**src/design/yrgb_pkg.sv**
```systemverilog
// ----------------------------------------------------------------------------
// yrgb_pkg
// Shared widths, register indexes, reset values and stage payload types for
// the YUYV to RGB888 converter.
// ----------------------------------------------------------------------------
package yrgb_pkg;

	localparam int PIX_W      = 8;
	localparam int CHROMA_W   = PIX_W + 1;
	localparam int COEF_W     = 10;
	localparam int OFFSET_W   = 9;
	localparam int PROD_W     = COEF_W + CHROMA_W;
	localparam int SUM_W      = PROD_W + 1;
	localparam int PIX_SUM_W  = SUM_W + 2;
	localparam int CFG_IDX_W  = 3;
	localparam int CFG_DATA_W = COEF_W;

	localparam int DEF_COEF_FRAC_BITS = 8;

	localparam logic [PIX_W-1:0] PIX_MAX    = 8'd255;
	localparam logic [PIX_W-1:0] CHROMA_MID = 8'd128;

	localparam logic signed [OFFSET_W-1:0] RST_OFFSET      = 9'sd0;
	localparam logic        [COEF_W-1:0]   RST_COEF_V_TO_R = 10'd359;
	localparam logic        [COEF_W-1:0]   RST_COEF_U_TO_G = 10'd88;
	localparam logic        [COEF_W-1:0]   RST_COEF_V_TO_G = 10'd183;
	localparam logic        [COEF_W-1:0]   RST_COEF_U_TO_B = 10'd454;

	typedef enum logic [CFG_IDX_W-1:0] {
		REG_OFFSET_RED   = 3'd0,
		REG_OFFSET_GREEN = 3'd1,
		REG_OFFSET_BLUE  = 3'd2,
		REG_COEF_V_TO_R  = 3'd3,
		REG_COEF_U_TO_G  = 3'd4,
		REG_COEF_V_TO_G  = 3'd5,
		REG_COEF_U_TO_B  = 3'd6
	} cfg_idx_t;

	typedef struct packed {
		logic signed [OFFSET_W-1:0] offset_red;
		logic signed [OFFSET_W-1:0] offset_green;
		logic signed [OFFSET_W-1:0] offset_blue;
		logic        [COEF_W-1:0]   coef_v_to_r;
		logic        [COEF_W-1:0]   coef_u_to_g;
		logic        [COEF_W-1:0]   coef_v_to_g;
		logic        [COEF_W-1:0]   coef_u_to_b;
	} cfg_regs_t;

	typedef struct packed {
		logic [PIX_W-1:0] luma_first;
		logic [PIX_W-1:0] chroma_blue;
		logic [PIX_W-1:0] luma_second;
		logic [PIX_W-1:0] chroma_red;
		logic             frame_end;
	} yuyv_t;

	typedef struct packed {
		logic [PIX_W-1:0]         luma_first;
		logic [PIX_W-1:0]         luma_second;
		logic                     frame_end;
		logic signed [PROD_W-1:0] prod_v_to_r;
		logic signed [PROD_W-1:0] prod_u_to_g;
		logic signed [PROD_W-1:0] prod_v_to_g;
		logic signed [PROD_W-1:0] prod_u_to_b;
	} prod_t;

	typedef struct packed {
		logic [PIX_W-1:0]        luma_first;
		logic [PIX_W-1:0]        luma_second;
		logic                    frame_end;
		logic signed [SUM_W-1:0] term_red;
		logic signed [SUM_W-1:0] term_green;
		logic signed [SUM_W-1:0] term_blue;
	} term_t;

	typedef struct packed {
		logic [PIX_W-1:0] red_first;
		logic [PIX_W-1:0] green_first;
		logic [PIX_W-1:0] blue_first;
		logic [PIX_W-1:0] red_second;
		logic [PIX_W-1:0] green_second;
		logic [PIX_W-1:0] blue_second;
		logic             frame_end;
	} rgb_pair_t;

endpackage

```
**src/design/yrgb_ifs.sv**
```systemverilog
// ----------------------------------------------------------------------------
// yrgb interfaces
// Valid/ready channels for YUYV groups in, RGB888 pixel pairs out, and the
// register write port.
// ----------------------------------------------------------------------------
interface yrgb_pix_in_if;
	import yrgb_pkg::*;

	logic             valid;
	logic             ready;
	logic [PIX_W-1:0] luma_first;
	logic [PIX_W-1:0] chroma_blue;
	logic [PIX_W-1:0] luma_second;
	logic [PIX_W-1:0] chroma_red;
	logic             frame_end_in;

	modport source (
		output valid, luma_first, chroma_blue, luma_second, chroma_red, frame_end_in,
		input  ready
	);
	modport sink (
		input  valid, luma_first, chroma_blue, luma_second, chroma_red, frame_end_in,
		output ready
	);
endinterface

interface yrgb_pix_out_if;
	import yrgb_pkg::*;

	logic             valid;
	logic             ready;
	logic [PIX_W-1:0] red_first;
	logic [PIX_W-1:0] green_first;
	logic [PIX_W-1:0] blue_first;
	logic [PIX_W-1:0] red_second;
	logic [PIX_W-1:0] green_second;
	logic [PIX_W-1:0] blue_second;
	logic             frame_end_out;

	modport source (
		output valid, red_first, green_first, blue_first,
		       red_second, green_second, blue_second, frame_end_out,
		input  ready
	);
	modport sink (
		input  valid, red_first, green_first, blue_first,
		       red_second, green_second, blue_second, frame_end_out,
		output ready
	);
endinterface

interface yrgb_cfg_if;
	import yrgb_pkg::*;

	logic                  valid;
	logic                  ready;
	logic [CFG_IDX_W-1:0]  index;
	logic [CFG_DATA_W-1:0] data;

	modport source (output valid, index, data, input ready);
	modport sink (input valid, index, data, output ready);
endinterface

```
**src/design/yuyv_to_rgb888_adjust.sv**
```systemverilog
// ----------------------------------------------------------------------------
// yuyv_to_rgb888_adjust
// Full-range BT.601 YUYV 4:2:2 to RGB888 converter with per-channel offsets.
//
// pix_in takes one packed group (Y0 U Y1 V plus frame-end flag) per beat;
// pix_out gives the two RGB888 pixels of that group, which share the chroma,
// with the frame-end flag copied. Both are valid/ready channels.
// cfg writes the offset and Q-format coefficient registers; it is always
// ready, and registers should only be written while no beat is in flight.
// Three registered stages lie between an accepted input beat and its output
// beat (multiply, round and shift, add and saturate), and one beat is accepted
// every cycle while the receiver keeps up.
// When the receiver stalls, the output stage holds its beat and the stages
// behind it keep filling; input stalls only once all three stages are full.
// Reset empties the pipeline and loads the default BT.601 coefficients with
// zero offsets.
// ----------------------------------------------------------------------------
module yuyv_to_rgb888_adjust #(
	parameter int COEF_FRAC_BITS = yrgb_pkg::DEF_COEF_FRAC_BITS
) (
	input logic            clk,
	input logic            arst_n,
	yrgb_pix_in_if.sink    pix_in,
	yrgb_pix_out_if.source pix_out,
	yrgb_cfg_if.sink       cfg
);
	import yrgb_pkg::*;

	cfg_regs_t regs;
	yuyv_t     in_data;
	prod_t     prod_data;
	term_t     term_data;
	rgb_pair_t out_data;
	logic      prod_valid;
	logic      prod_ready;
	logic      term_valid;
	logic      term_ready;

	assign in_data.luma_first  = pix_in.luma_first;
	assign in_data.chroma_blue = pix_in.chroma_blue;
	assign in_data.luma_second = pix_in.luma_second;
	assign in_data.chroma_red  = pix_in.chroma_red;
	assign in_data.frame_end   = pix_in.frame_end_in;

	yrgb_cfg_regs u_cfg_regs (
		.clk    (clk),
		.arst_n (arst_n),
		.cfg    (cfg),
		.regs   (regs)
	);

	yrgb_mult_stage u_mult_stage (
		.clk      (clk),
		.arst_n   (arst_n),
		.up_valid (pix_in.valid),
		.up_ready (pix_in.ready),
		.up_data  (in_data),
		.regs     (regs),
		.dn_valid (prod_valid),
		.dn_ready (prod_ready),
		.dn_data  (prod_data)
	);

	yrgb_round_stage #(
		.COEF_FRAC_BITS (COEF_FRAC_BITS)
	) u_round_stage (
		.clk      (clk),
		.arst_n   (arst_n),
		.up_valid (prod_valid),
		.up_ready (prod_ready),
		.up_data  (prod_data),
		.dn_valid (term_valid),
		.dn_ready (term_ready),
		.dn_data  (term_data)
	);

	yrgb_clamp_stage u_clamp_stage (
		.clk      (clk),
		.arst_n   (arst_n),
		.up_valid (term_valid),
		.up_ready (term_ready),
		.up_data  (term_data),
		.regs     (regs),
		.dn_valid (pix_out.valid),
		.dn_ready (pix_out.ready),
		.dn_data  (out_data)
	);

	assign pix_out.red_first     = out_data.red_first;
	assign pix_out.green_first   = out_data.green_first;
	assign pix_out.blue_first    = out_data.blue_first;
	assign pix_out.red_second    = out_data.red_second;
	assign pix_out.green_second  = out_data.green_second;
	assign pix_out.blue_second   = out_data.blue_second;
	assign pix_out.frame_end_out = out_data.frame_end;

	// input back-pressure only when every stage is full and the output is stalled
	a_full_when_blocked: assert property (@(posedge clk) disable iff (!arst_n)
		!pix_in.ready |-> pix_out.valid && !pix_out.ready)
		else $error("input stalled while the pipeline has room");

	// an accepted beat reaches the output when the receiver keeps up
	a_latency: assert property (@(posedge clk) disable iff (!arst_n)
		pix_in.valid && pix_in.ready ##1 pix_out.ready ##1 pix_out.ready |=> pix_out.valid)
		else $error("accepted beat did not reach the output in time");

	// a write to the V-to-R coefficient lands in its register
	a_coef_write: assert property (@(posedge clk) disable iff (!arst_n)
		cfg.valid && cfg.ready && cfg.index == REG_COEF_V_TO_R
		|=> regs.coef_v_to_r == $past(cfg.data[COEF_W-1:0]))
		else $error("coefficient write lost");

endmodule

```
**src/design/yrgb_cfg_regs.sv**
```systemverilog
// ----------------------------------------------------------------------------
// yrgb_cfg_regs
// Offset and coefficient registers, written one beat at a time.
// ----------------------------------------------------------------------------
module yrgb_cfg_regs (
	input  logic                clk,
	input  logic                arst_n,
	yrgb_cfg_if.sink            cfg,
	output yrgb_pkg::cfg_regs_t regs
);
	import yrgb_pkg::*;

	cfg_regs_t regs_q;

	assign cfg.ready = 1'b1;
	assign regs      = regs_q;

	always_ff @(posedge clk or negedge arst_n) begin
		if (!arst_n) begin
			regs_q.offset_red   <= RST_OFFSET;
			regs_q.offset_green <= RST_OFFSET;
			regs_q.offset_blue  <= RST_OFFSET;
			regs_q.coef_v_to_r  <= RST_COEF_V_TO_R;
			regs_q.coef_u_to_g  <= RST_COEF_U_TO_G;
			regs_q.coef_v_to_g  <= RST_COEF_V_TO_G;
			regs_q.coef_u_to_b  <= RST_COEF_U_TO_B;
		end else if (cfg.valid) begin
			unique case (cfg_idx_t'(cfg.index))
				REG_OFFSET_RED:   regs_q.offset_red   <= cfg.data[OFFSET_W-1:0];
				REG_OFFSET_GREEN: regs_q.offset_green <= cfg.data[OFFSET_W-1:0];
				REG_OFFSET_BLUE:  regs_q.offset_blue  <= cfg.data[OFFSET_W-1:0];
				REG_COEF_V_TO_R:  regs_q.coef_v_to_r  <= cfg.data[COEF_W-1:0];
				REG_COEF_U_TO_G:  regs_q.coef_u_to_g  <= cfg.data[COEF_W-1:0];
				REG_COEF_V_TO_G:  regs_q.coef_v_to_g  <= cfg.data[COEF_W-1:0];
				REG_COEF_U_TO_B:  regs_q.coef_u_to_b  <= cfg.data[COEF_W-1:0];
				default: ;
			endcase
		end
	end

endmodule

```
**src/design/yrgb_mult_stage.sv**
```systemverilog
// ----------------------------------------------------------------------------
// yrgb_mult_stage
// First stage: centre the chroma samples and form the four coefficient
// products.
// ----------------------------------------------------------------------------
module yrgb_mult_stage (
	input  logic                clk,
	input  logic                arst_n,
	input  logic                up_valid,
	output logic                up_ready,
	input  yrgb_pkg::yuyv_t     up_data,
	input  yrgb_pkg::cfg_regs_t regs,
	output logic                dn_valid,
	input  logic                dn_ready,
	output yrgb_pkg::prod_t     dn_data
);
	import yrgb_pkg::*;

	logic                       valid_s1;
	prod_t                      data_s1;
	logic signed [CHROMA_W-1:0] du;
	logic signed [CHROMA_W-1:0] dv;

	assign du = $signed({1'b0, up_data.chroma_blue}) - $signed({1'b0, CHROMA_MID});
	assign dv = $signed({1'b0, up_data.chroma_red}) - $signed({1'b0, CHROMA_MID});

	assign up_ready = !valid_s1 || dn_ready;
	assign dn_valid = valid_s1;
	assign dn_data  = data_s1;

	always_ff @(posedge clk or negedge arst_n) begin
		if (!arst_n) begin
			valid_s1 <= 1'b0;
		end else if (up_ready) begin
			valid_s1 <= up_valid;
		end
	end

	always_ff @(posedge clk) begin
		if (up_valid && up_ready) begin
			data_s1.luma_first  <= up_data.luma_first;
			data_s1.luma_second <= up_data.luma_second;
			data_s1.frame_end   <= up_data.frame_end;
			data_s1.prod_v_to_r <= PROD_W'($signed({1'b0, regs.coef_v_to_r})) * PROD_W'(dv);
			data_s1.prod_u_to_g <= PROD_W'($signed({1'b0, regs.coef_u_to_g})) * PROD_W'(du);
			data_s1.prod_v_to_g <= PROD_W'($signed({1'b0, regs.coef_v_to_g})) * PROD_W'(dv);
			data_s1.prod_u_to_b <= PROD_W'($signed({1'b0, regs.coef_u_to_b})) * PROD_W'(du);
		end
	end

endmodule

```
**src/design/yrgb_round_stage.sv**
```systemverilog
// ----------------------------------------------------------------------------
// yrgb_round_stage
// Second stage: sum the green products, add the rounding half and shift each
// chroma term down to integer pixel units.
// ----------------------------------------------------------------------------
module yrgb_round_stage #(
	parameter int COEF_FRAC_BITS = yrgb_pkg::DEF_COEF_FRAC_BITS
) (
	input  logic            clk,
	input  logic            arst_n,
	input  logic            up_valid,
	output logic            up_ready,
	input  yrgb_pkg::prod_t up_data,
	output logic            dn_valid,
	input  logic            dn_ready,
	output yrgb_pkg::term_t dn_data
);
	import yrgb_pkg::*;

	localparam logic signed [SUM_W-1:0] HALF = SUM_W'(1) <<< (COEF_FRAC_BITS - 1);

	logic                    valid_s2;
	term_t                   data_s2;
	logic signed [SUM_W-1:0] red_sum;
	logic signed [SUM_W-1:0] green_sum;
	logic signed [SUM_W-1:0] blue_sum;

	assign red_sum   = SUM_W'(up_data.prod_v_to_r) + HALF;
	assign green_sum = HALF - SUM_W'(up_data.prod_u_to_g) - SUM_W'(up_data.prod_v_to_g);
	assign blue_sum  = SUM_W'(up_data.prod_u_to_b) + HALF;

	assign up_ready = !valid_s2 || dn_ready;
	assign dn_valid = valid_s2;
	assign dn_data  = data_s2;

	always_ff @(posedge clk or negedge arst_n) begin
		if (!arst_n) begin
			valid_s2 <= 1'b0;
		end else if (up_ready) begin
			valid_s2 <= up_valid;
		end
	end

	always_ff @(posedge clk) begin
		if (up_valid && up_ready) begin
			data_s2.luma_first  <= up_data.luma_first;
			data_s2.luma_second <= up_data.luma_second;
			data_s2.frame_end   <= up_data.frame_end;
			data_s2.term_red    <= red_sum >>> COEF_FRAC_BITS;
			data_s2.term_green  <= green_sum >>> COEF_FRAC_BITS;
			data_s2.term_blue   <= blue_sum >>> COEF_FRAC_BITS;
		end
	end

endmodule

```
**src/design/yrgb_clamp_stage.sv**
```systemverilog
// ----------------------------------------------------------------------------
// yrgb_clamp_stage
// Third stage: add luma and channel offset to each term, saturate to 8 bits
// and hold the result beat for the receiver.
// ----------------------------------------------------------------------------
module yrgb_clamp_stage (
	input  logic                clk,
	input  logic                arst_n,
	input  logic                up_valid,
	output logic                up_ready,
	input  yrgb_pkg::term_t     up_data,
	input  yrgb_pkg::cfg_regs_t regs,
	output logic                dn_valid,
	input  logic                dn_ready,
	output yrgb_pkg::rgb_pair_t dn_data
);
	import yrgb_pkg::*;

	logic      valid_s3;
	rgb_pair_t data_s3;

	function automatic logic [PIX_W-1:0] pix_clamp(
		input logic [PIX_W-1:0]         luma,
		input logic signed [SUM_W-1:0]  term,
		input logic signed [OFFSET_W-1:0] offset
	);
		logic signed [PIX_SUM_W-1:0] total;
		total = $signed(PIX_SUM_W'({1'b0, luma})) + PIX_SUM_W'(term) + PIX_SUM_W'(offset);
		if (total[PIX_SUM_W-1]) begin
			return '0;
		end else if (total > $signed(PIX_SUM_W'(PIX_MAX))) begin
			return PIX_MAX;
		end else begin
			return total[PIX_W-1:0];
		end
	endfunction

	assign up_ready = !valid_s3 || dn_ready;
	assign dn_valid = valid_s3;
	assign dn_data  = data_s3;

	always_ff @(posedge clk or negedge arst_n) begin
		if (!arst_n) begin
			valid_s3 <= 1'b0;
		end else if (up_ready) begin
			valid_s3 <= up_valid;
		end
	end

	always_ff @(posedge clk) begin
		if (up_valid && up_ready) begin
			data_s3.red_first    <= pix_clamp(up_data.luma_first, up_data.term_red,
				regs.offset_red);
			data_s3.green_first  <= pix_clamp(up_data.luma_first, up_data.term_green,
				regs.offset_green);
			data_s3.blue_first   <= pix_clamp(up_data.luma_first, up_data.term_blue,
				regs.offset_blue);
			data_s3.red_second   <= pix_clamp(up_data.luma_second, up_data.term_red,
				regs.offset_red);
			data_s3.green_second <= pix_clamp(up_data.luma_second, up_data.term_green,
				regs.offset_green);
			data_s3.blue_second  <= pix_clamp(up_data.luma_second, up_data.term_blue,
				regs.offset_blue);
			data_s3.frame_end    <= up_data.frame_end;
		end
	end

endmodule
```
**src/flat_wrapper.sv**
```systemverilog
// flat-port wrapper written by rule: the top's interface ports become plain ports
module yuyv_to_rgb888_adjust_flat import yrgb_pkg::*;
#(
	parameter int COEF_FRAC_BITS = yrgb_pkg::DEF_COEF_FRAC_BITS
)
  (clk, arst_n, pix_in_valid, pix_in_luma_first, pix_in_chroma_blue, pix_in_luma_second, pix_in_chroma_red, pix_in_frame_end_in, pix_in_ready, pix_out_valid, pix_out_red_first, pix_out_green_first, pix_out_blue_first, pix_out_red_second, pix_out_green_second, pix_out_blue_second, pix_out_frame_end_out, pix_out_ready, cfg_valid, cfg_index, cfg_data, cfg_ready);
  yrgb_pix_in_if pix_in_i ();
  yrgb_pix_out_if pix_out_i ();
  yrgb_cfg_if cfg_i ();
  input logic clk;
  input logic arst_n;
  input wire logic [$bits(pix_in_i.valid)-1:0] pix_in_valid;
  input wire logic [$bits(pix_in_i.luma_first)-1:0] pix_in_luma_first;
  input wire logic [$bits(pix_in_i.chroma_blue)-1:0] pix_in_chroma_blue;
  input wire logic [$bits(pix_in_i.luma_second)-1:0] pix_in_luma_second;
  input wire logic [$bits(pix_in_i.chroma_red)-1:0] pix_in_chroma_red;
  input wire logic [$bits(pix_in_i.frame_end_in)-1:0] pix_in_frame_end_in;
  output wire logic [$bits(pix_in_i.ready)-1:0] pix_in_ready;
  output wire logic [$bits(pix_out_i.valid)-1:0] pix_out_valid;
  output wire logic [$bits(pix_out_i.red_first)-1:0] pix_out_red_first;
  output wire logic [$bits(pix_out_i.green_first)-1:0] pix_out_green_first;
  output wire logic [$bits(pix_out_i.blue_first)-1:0] pix_out_blue_first;
  output wire logic [$bits(pix_out_i.red_second)-1:0] pix_out_red_second;
  output wire logic [$bits(pix_out_i.green_second)-1:0] pix_out_green_second;
  output wire logic [$bits(pix_out_i.blue_second)-1:0] pix_out_blue_second;
  output wire logic [$bits(pix_out_i.frame_end_out)-1:0] pix_out_frame_end_out;
  input wire logic [$bits(pix_out_i.ready)-1:0] pix_out_ready;
  input wire logic [$bits(cfg_i.valid)-1:0] cfg_valid;
  input wire logic [$bits(cfg_i.index)-1:0] cfg_index;
  input wire logic [$bits(cfg_i.data)-1:0] cfg_data;
  output wire logic [$bits(cfg_i.ready)-1:0] cfg_ready;
  assign pix_in_i.valid = pix_in_valid;
  assign pix_in_i.luma_first = pix_in_luma_first;
  assign pix_in_i.chroma_blue = pix_in_chroma_blue;
  assign pix_in_i.luma_second = pix_in_luma_second;
  assign pix_in_i.chroma_red = pix_in_chroma_red;
  assign pix_in_i.frame_end_in = pix_in_frame_end_in;
  assign pix_in_ready = pix_in_i.ready;
  assign pix_out_valid = pix_out_i.valid;
  assign pix_out_red_first = pix_out_i.red_first;
  assign pix_out_green_first = pix_out_i.green_first;
  assign pix_out_blue_first = pix_out_i.blue_first;
  assign pix_out_red_second = pix_out_i.red_second;
  assign pix_out_green_second = pix_out_i.green_second;
  assign pix_out_blue_second = pix_out_i.blue_second;
  assign pix_out_frame_end_out = pix_out_i.frame_end_out;
  assign pix_out_i.ready = pix_out_ready;
  assign cfg_i.valid = cfg_valid;
  assign cfg_i.index = cfg_index;
  assign cfg_i.data = cfg_data;
  assign cfg_ready = cfg_i.ready;
  yuyv_to_rgb888_adjust #(.COEF_FRAC_BITS(COEF_FRAC_BITS)) u_core (.clk(clk), .arst_n(arst_n), .pix_in(pix_in_i), .pix_out(pix_out_i), .cfg(cfg_i));
endmodule
```
**config.mk**
```make
export PLATFORM = sky130hd
export DESIGN_NAME = yuyv_to_rgb888_adjust_flat
export DESIGN_NICKNAME = d
export VERILOG_FILES = /design/src/design/yrgb_pkg.sv /design/src/design/yrgb_ifs.sv /design/src/design/yuyv_to_rgb888_adjust.sv /design/src/design/yrgb_cfg_regs.sv /design/src/design/yrgb_mult_stage.sv /design/src/design/yrgb_round_stage.sv /design/src/design/yrgb_clamp_stage.sv /design/src/flat_wrapper.sv
export SDC_FILE = /design/constraint.sdc
export NUM_CORES = 1
export LEC_CHECK = 0
export BUFFER_PORTS_ARGS = -buffer_cell sky130_fd_sc_hd__buf_2
export CELL_PAD_IN_SITES_DETAIL_PLACEMENT = 0
export CELL_PAD_IN_SITES_GLOBAL_PLACEMENT = 2
export CORE_ASPECT_RATIO = 0.75
export CORE_MARGIN = 3
export CORE_UTILIZATION = 30
export DETAILED_ROUTE_END_ITERATION = 16
export PLACE_DENSITY = 0.67
export SLEW_MARGIN = 20
export SYNTH_ARGS = -nofsm -noshare
export SYNTH_HDL_FRONTEND = slang
export SYNTH_HIERARCHICAL = 1
export SYNTH_SLANG_ARGS = --single-unit
```
**constraint.sdc**
```tcl
create_clock -name clk -period 7.6 [get_ports clk]
set_clock_uncertainty 0.2 [all_clocks]
set_input_delay 0 -clock clk [delete_from_list [all_inputs] [get_ports clk]]
set_output_delay 0 -clock clk [all_outputs]
set_load 0.1 [all_outputs]
```
==> flow_summary.yaml <==
status:
  status: "finished, final reports clean"
critical_path:
  crit_arrival_ns: 5.76
  r2r_end: "u_core/u_mult_stage/dn_data[36]"
  critical_path.top_delay_family: "adder cells"
  required_ns: 7.81
  endpoint_kind: "register"
  critPathSlowestCell: "a2111oi_0"
  worst-path-buf-inv: 4
  reg2reg_slack_ns: 2.05
  critPathMostFrequentCell: "fa_1"
  rr_worst_depth: 15
  start_kind: "register"
  r2r_start: "u_core/u_cfg_regs/regs[15]"
  worstSetupPathType: "reg -> reg"
  path_max_fanout: 10
  path_cells: "nand2_1 -> fa_1 -> fa_1 -> inv_1 -> fa_1 -> fa_1 -> inv_1 -> fa_1 -> inv_1 -> ha_1 -> inv_1 -> o21ai_0 -> a2111oi_0 -> nor3_1 -> nor4_1"
  cpPeakStageDelay_ns: 0.70
layout:
  drive_gt1_frac: 0.0996
  fillers: 9934
  syn_to_final_growth_pct: 10.9
  nNetsFinal: 3749
  diodes: 0
floorplanning:
  initial_utilization: 0.304
  design.core.area_um2: 97700
  ios: 103
  rows: 99
  die_h_um: 278
  dieArea_um2: 103000
  fp.dieW_um: 369
sta:
  fin_crit_ns: 5.55
  holdWs_ns: 0.0332
  finalCritPeriodShare: 0.730
  finalSetupViolations: 0
  tightest_slew_ns: 0.963
  fmaxAchievable_mhz: 180
  maxSlewHeadroom: 0.350
  slew_viol_final: 0
  tns_ns: 0
  hold_violations: 0
  rsz0062_at_grt: "no"
global_route:
  grt_max_degree: 57
  grt-ovfl-total: 0
  grt_pass1_vias: 22173
  antenna_found_initial: 4
  grt_usage: 0.164
  grt_pass1_wl_um: 133000
worst_hold_path:
  hold_path.class: "in -> reg"
  min_from: "pix_in_chroma_blue[7]"
  hold_path_end: "u_core/u_mult_stage/dn_data[56]"
  hold_depth: 4
clock_tree:
  cts_tree: "done"
  clkSinkCount: 251
  clock_path_buffers: 3
  clk_latency_ns: 0.60
  post_cts_buffers: 0
  htree_num_levels: 1
  cts_buffers: 31
  cts-root-buf: "clkbuf_16"
  clk_pin_slew_ns: 0.06
place:
  dpl.hpwl_um: 67300
  portBuffers: 101
  place.gp.congestion: 0.898
synthesis:
  syn-cell-area_um2: 29700
  ys_warn_count: 6
  syn_nets: 3684
  avgSynthCellArea_um2: 9.95
  synth_cells: 2982
route:
  vias: 21683
  drt-vias-per-instance: 4.94
  first_iter_violations: 1348
  drt_wl_total_um: 84400
  ant_nets: 0
  drc_errors: 0
  dr.pass1.iters: 8
  wire_per_inst_um: 19.3
job:
  cap_violations: 0
==> worst reg2reg max path, cell delays in order (launching register included) <==
cell and delay [ns]:
dfstp_2 0.61, nand2_1 0.11, fa_1 0.53, fa_1 0.54, inv_1 0.05, fa_1 0.51, fa_1 0.56, inv_1 0.06
fa_1 0.49, inv_1 0.04, ha_1 0.32, inv_1 0.06, o21ai_0 0.19, a2111oi_0 0.70, nor3_1 0.14, nor4_1 0.24
==> final cells by class <==
| type | count | area [um2] | area share |
|---|---|---|---|
| flip-flops and latches | 251 | 7210 | 0.219 |
| clock buffers | 41 | 907 | 0.0276 |
| multi-input cells | 2251 | 20500 | 0.624 |
| repair buffers | 168 | 1160 | 0.0352 |
| well taps | 1313 | 1640 | 0.0499 |
| inverters | 344 | 1290 | 0.0392 |
| clock inverters | 17 | 179 | 0.00543 |
==> layout by cell type, fill, tap and decap left out, drive strengths merged, types with 46 or more instances in the layout <==
| cell | instances |
|---|---|
| ha | 369 |
| inv | 352 |
| fa | 282 |
| nand2 | 224 |
| edfxtp | 181 |
| and2 | 177 |
| a21oi | 153 |
| nor2 | 141 |
| buf | 109 |
| xnor2 | 89 |
| o21ai | 81 |
| mux2 | 72 |
| dlygate4sd3 | 59 |
| a21o | 56 |
| xor2 | 53 |
| dfrtp | 50 |
| nor2b | 46 |
==> worst max-delay path by stage <==
stage                                           from                              end  slack [ns]  cells past startpoint
after floorplan           u_core/u_cfg_regs/regs[15]  u_core/u_mult_stage/dn_data[36]        2.25                     16
final                     u_core/u_cfg_regs/regs[15]  u_core/u_mult_stage/dn_data[36]        2.05                     15
after CTS                 u_core/u_cfg_regs/regs[15]  u_core/u_mult_stage/dn_data[36]        2.05                     15
after global placement    u_core/u_cfg_regs/regs[15]  u_core/u_mult_stage/dn_data[36]        2.15                     15
after detailed placement  u_core/u_cfg_regs/regs[15]  u_core/u_mult_stage/dn_data[36]        2.09                     15
after global routing      u_core/u_cfg_regs/regs[15]  u_core/u_mult_stage/dn_data[36]        1.71                     15
==> routing by layer <==
layer / vias to the layer above / GRT usage / wire length [um]
met4: 0 / 0.0252 / 1270
met1: 10726 / 0.254 / 44000
met2: 461 / 0.243 / 35000
met5: - / 0 / 0
li1: 10432 / - / -
met3: 64 / 0.0265 / 4170
==> stage by stage <==
stage	util	setup WS, ns	instance area, um2	cells
global placement	0.320	2.15	31200	4268
CTS	0.337	2.05	32900	4385
floorplan	-	2.25	29700	2982
detailed placement	0.320	2.09	31200	4268
finish	0.337	2.05	32900	4385
global route	0.337	1.71	32900	4385
==> sequential cells by signal, summed over array words and instances, names as in the netlist <==
signal	count
u_core/u_cfg_regs/regs	67
u_core/u_clamp_stage/dn_data	49
u_core/u_clamp_stage/dn_valid	1
u_core/u_mult_stage/dn_data	79
u_core/u_mult_stage/dn_valid	1
u_core/u_round_stage/dn_data	53
u_core/u_round_stage/dn_valid	1
==> repair_timing <==
action	4_1_cts	5_1_grt
endpoints found under the setup margin	0	0
hold endpoints to repair	174	0
gates resized for setup	0	0
hold buffers	59	0
Power is not shown: default switching activity piles up to over one toggle a cycle in this logic, so the estimate is an artifact.
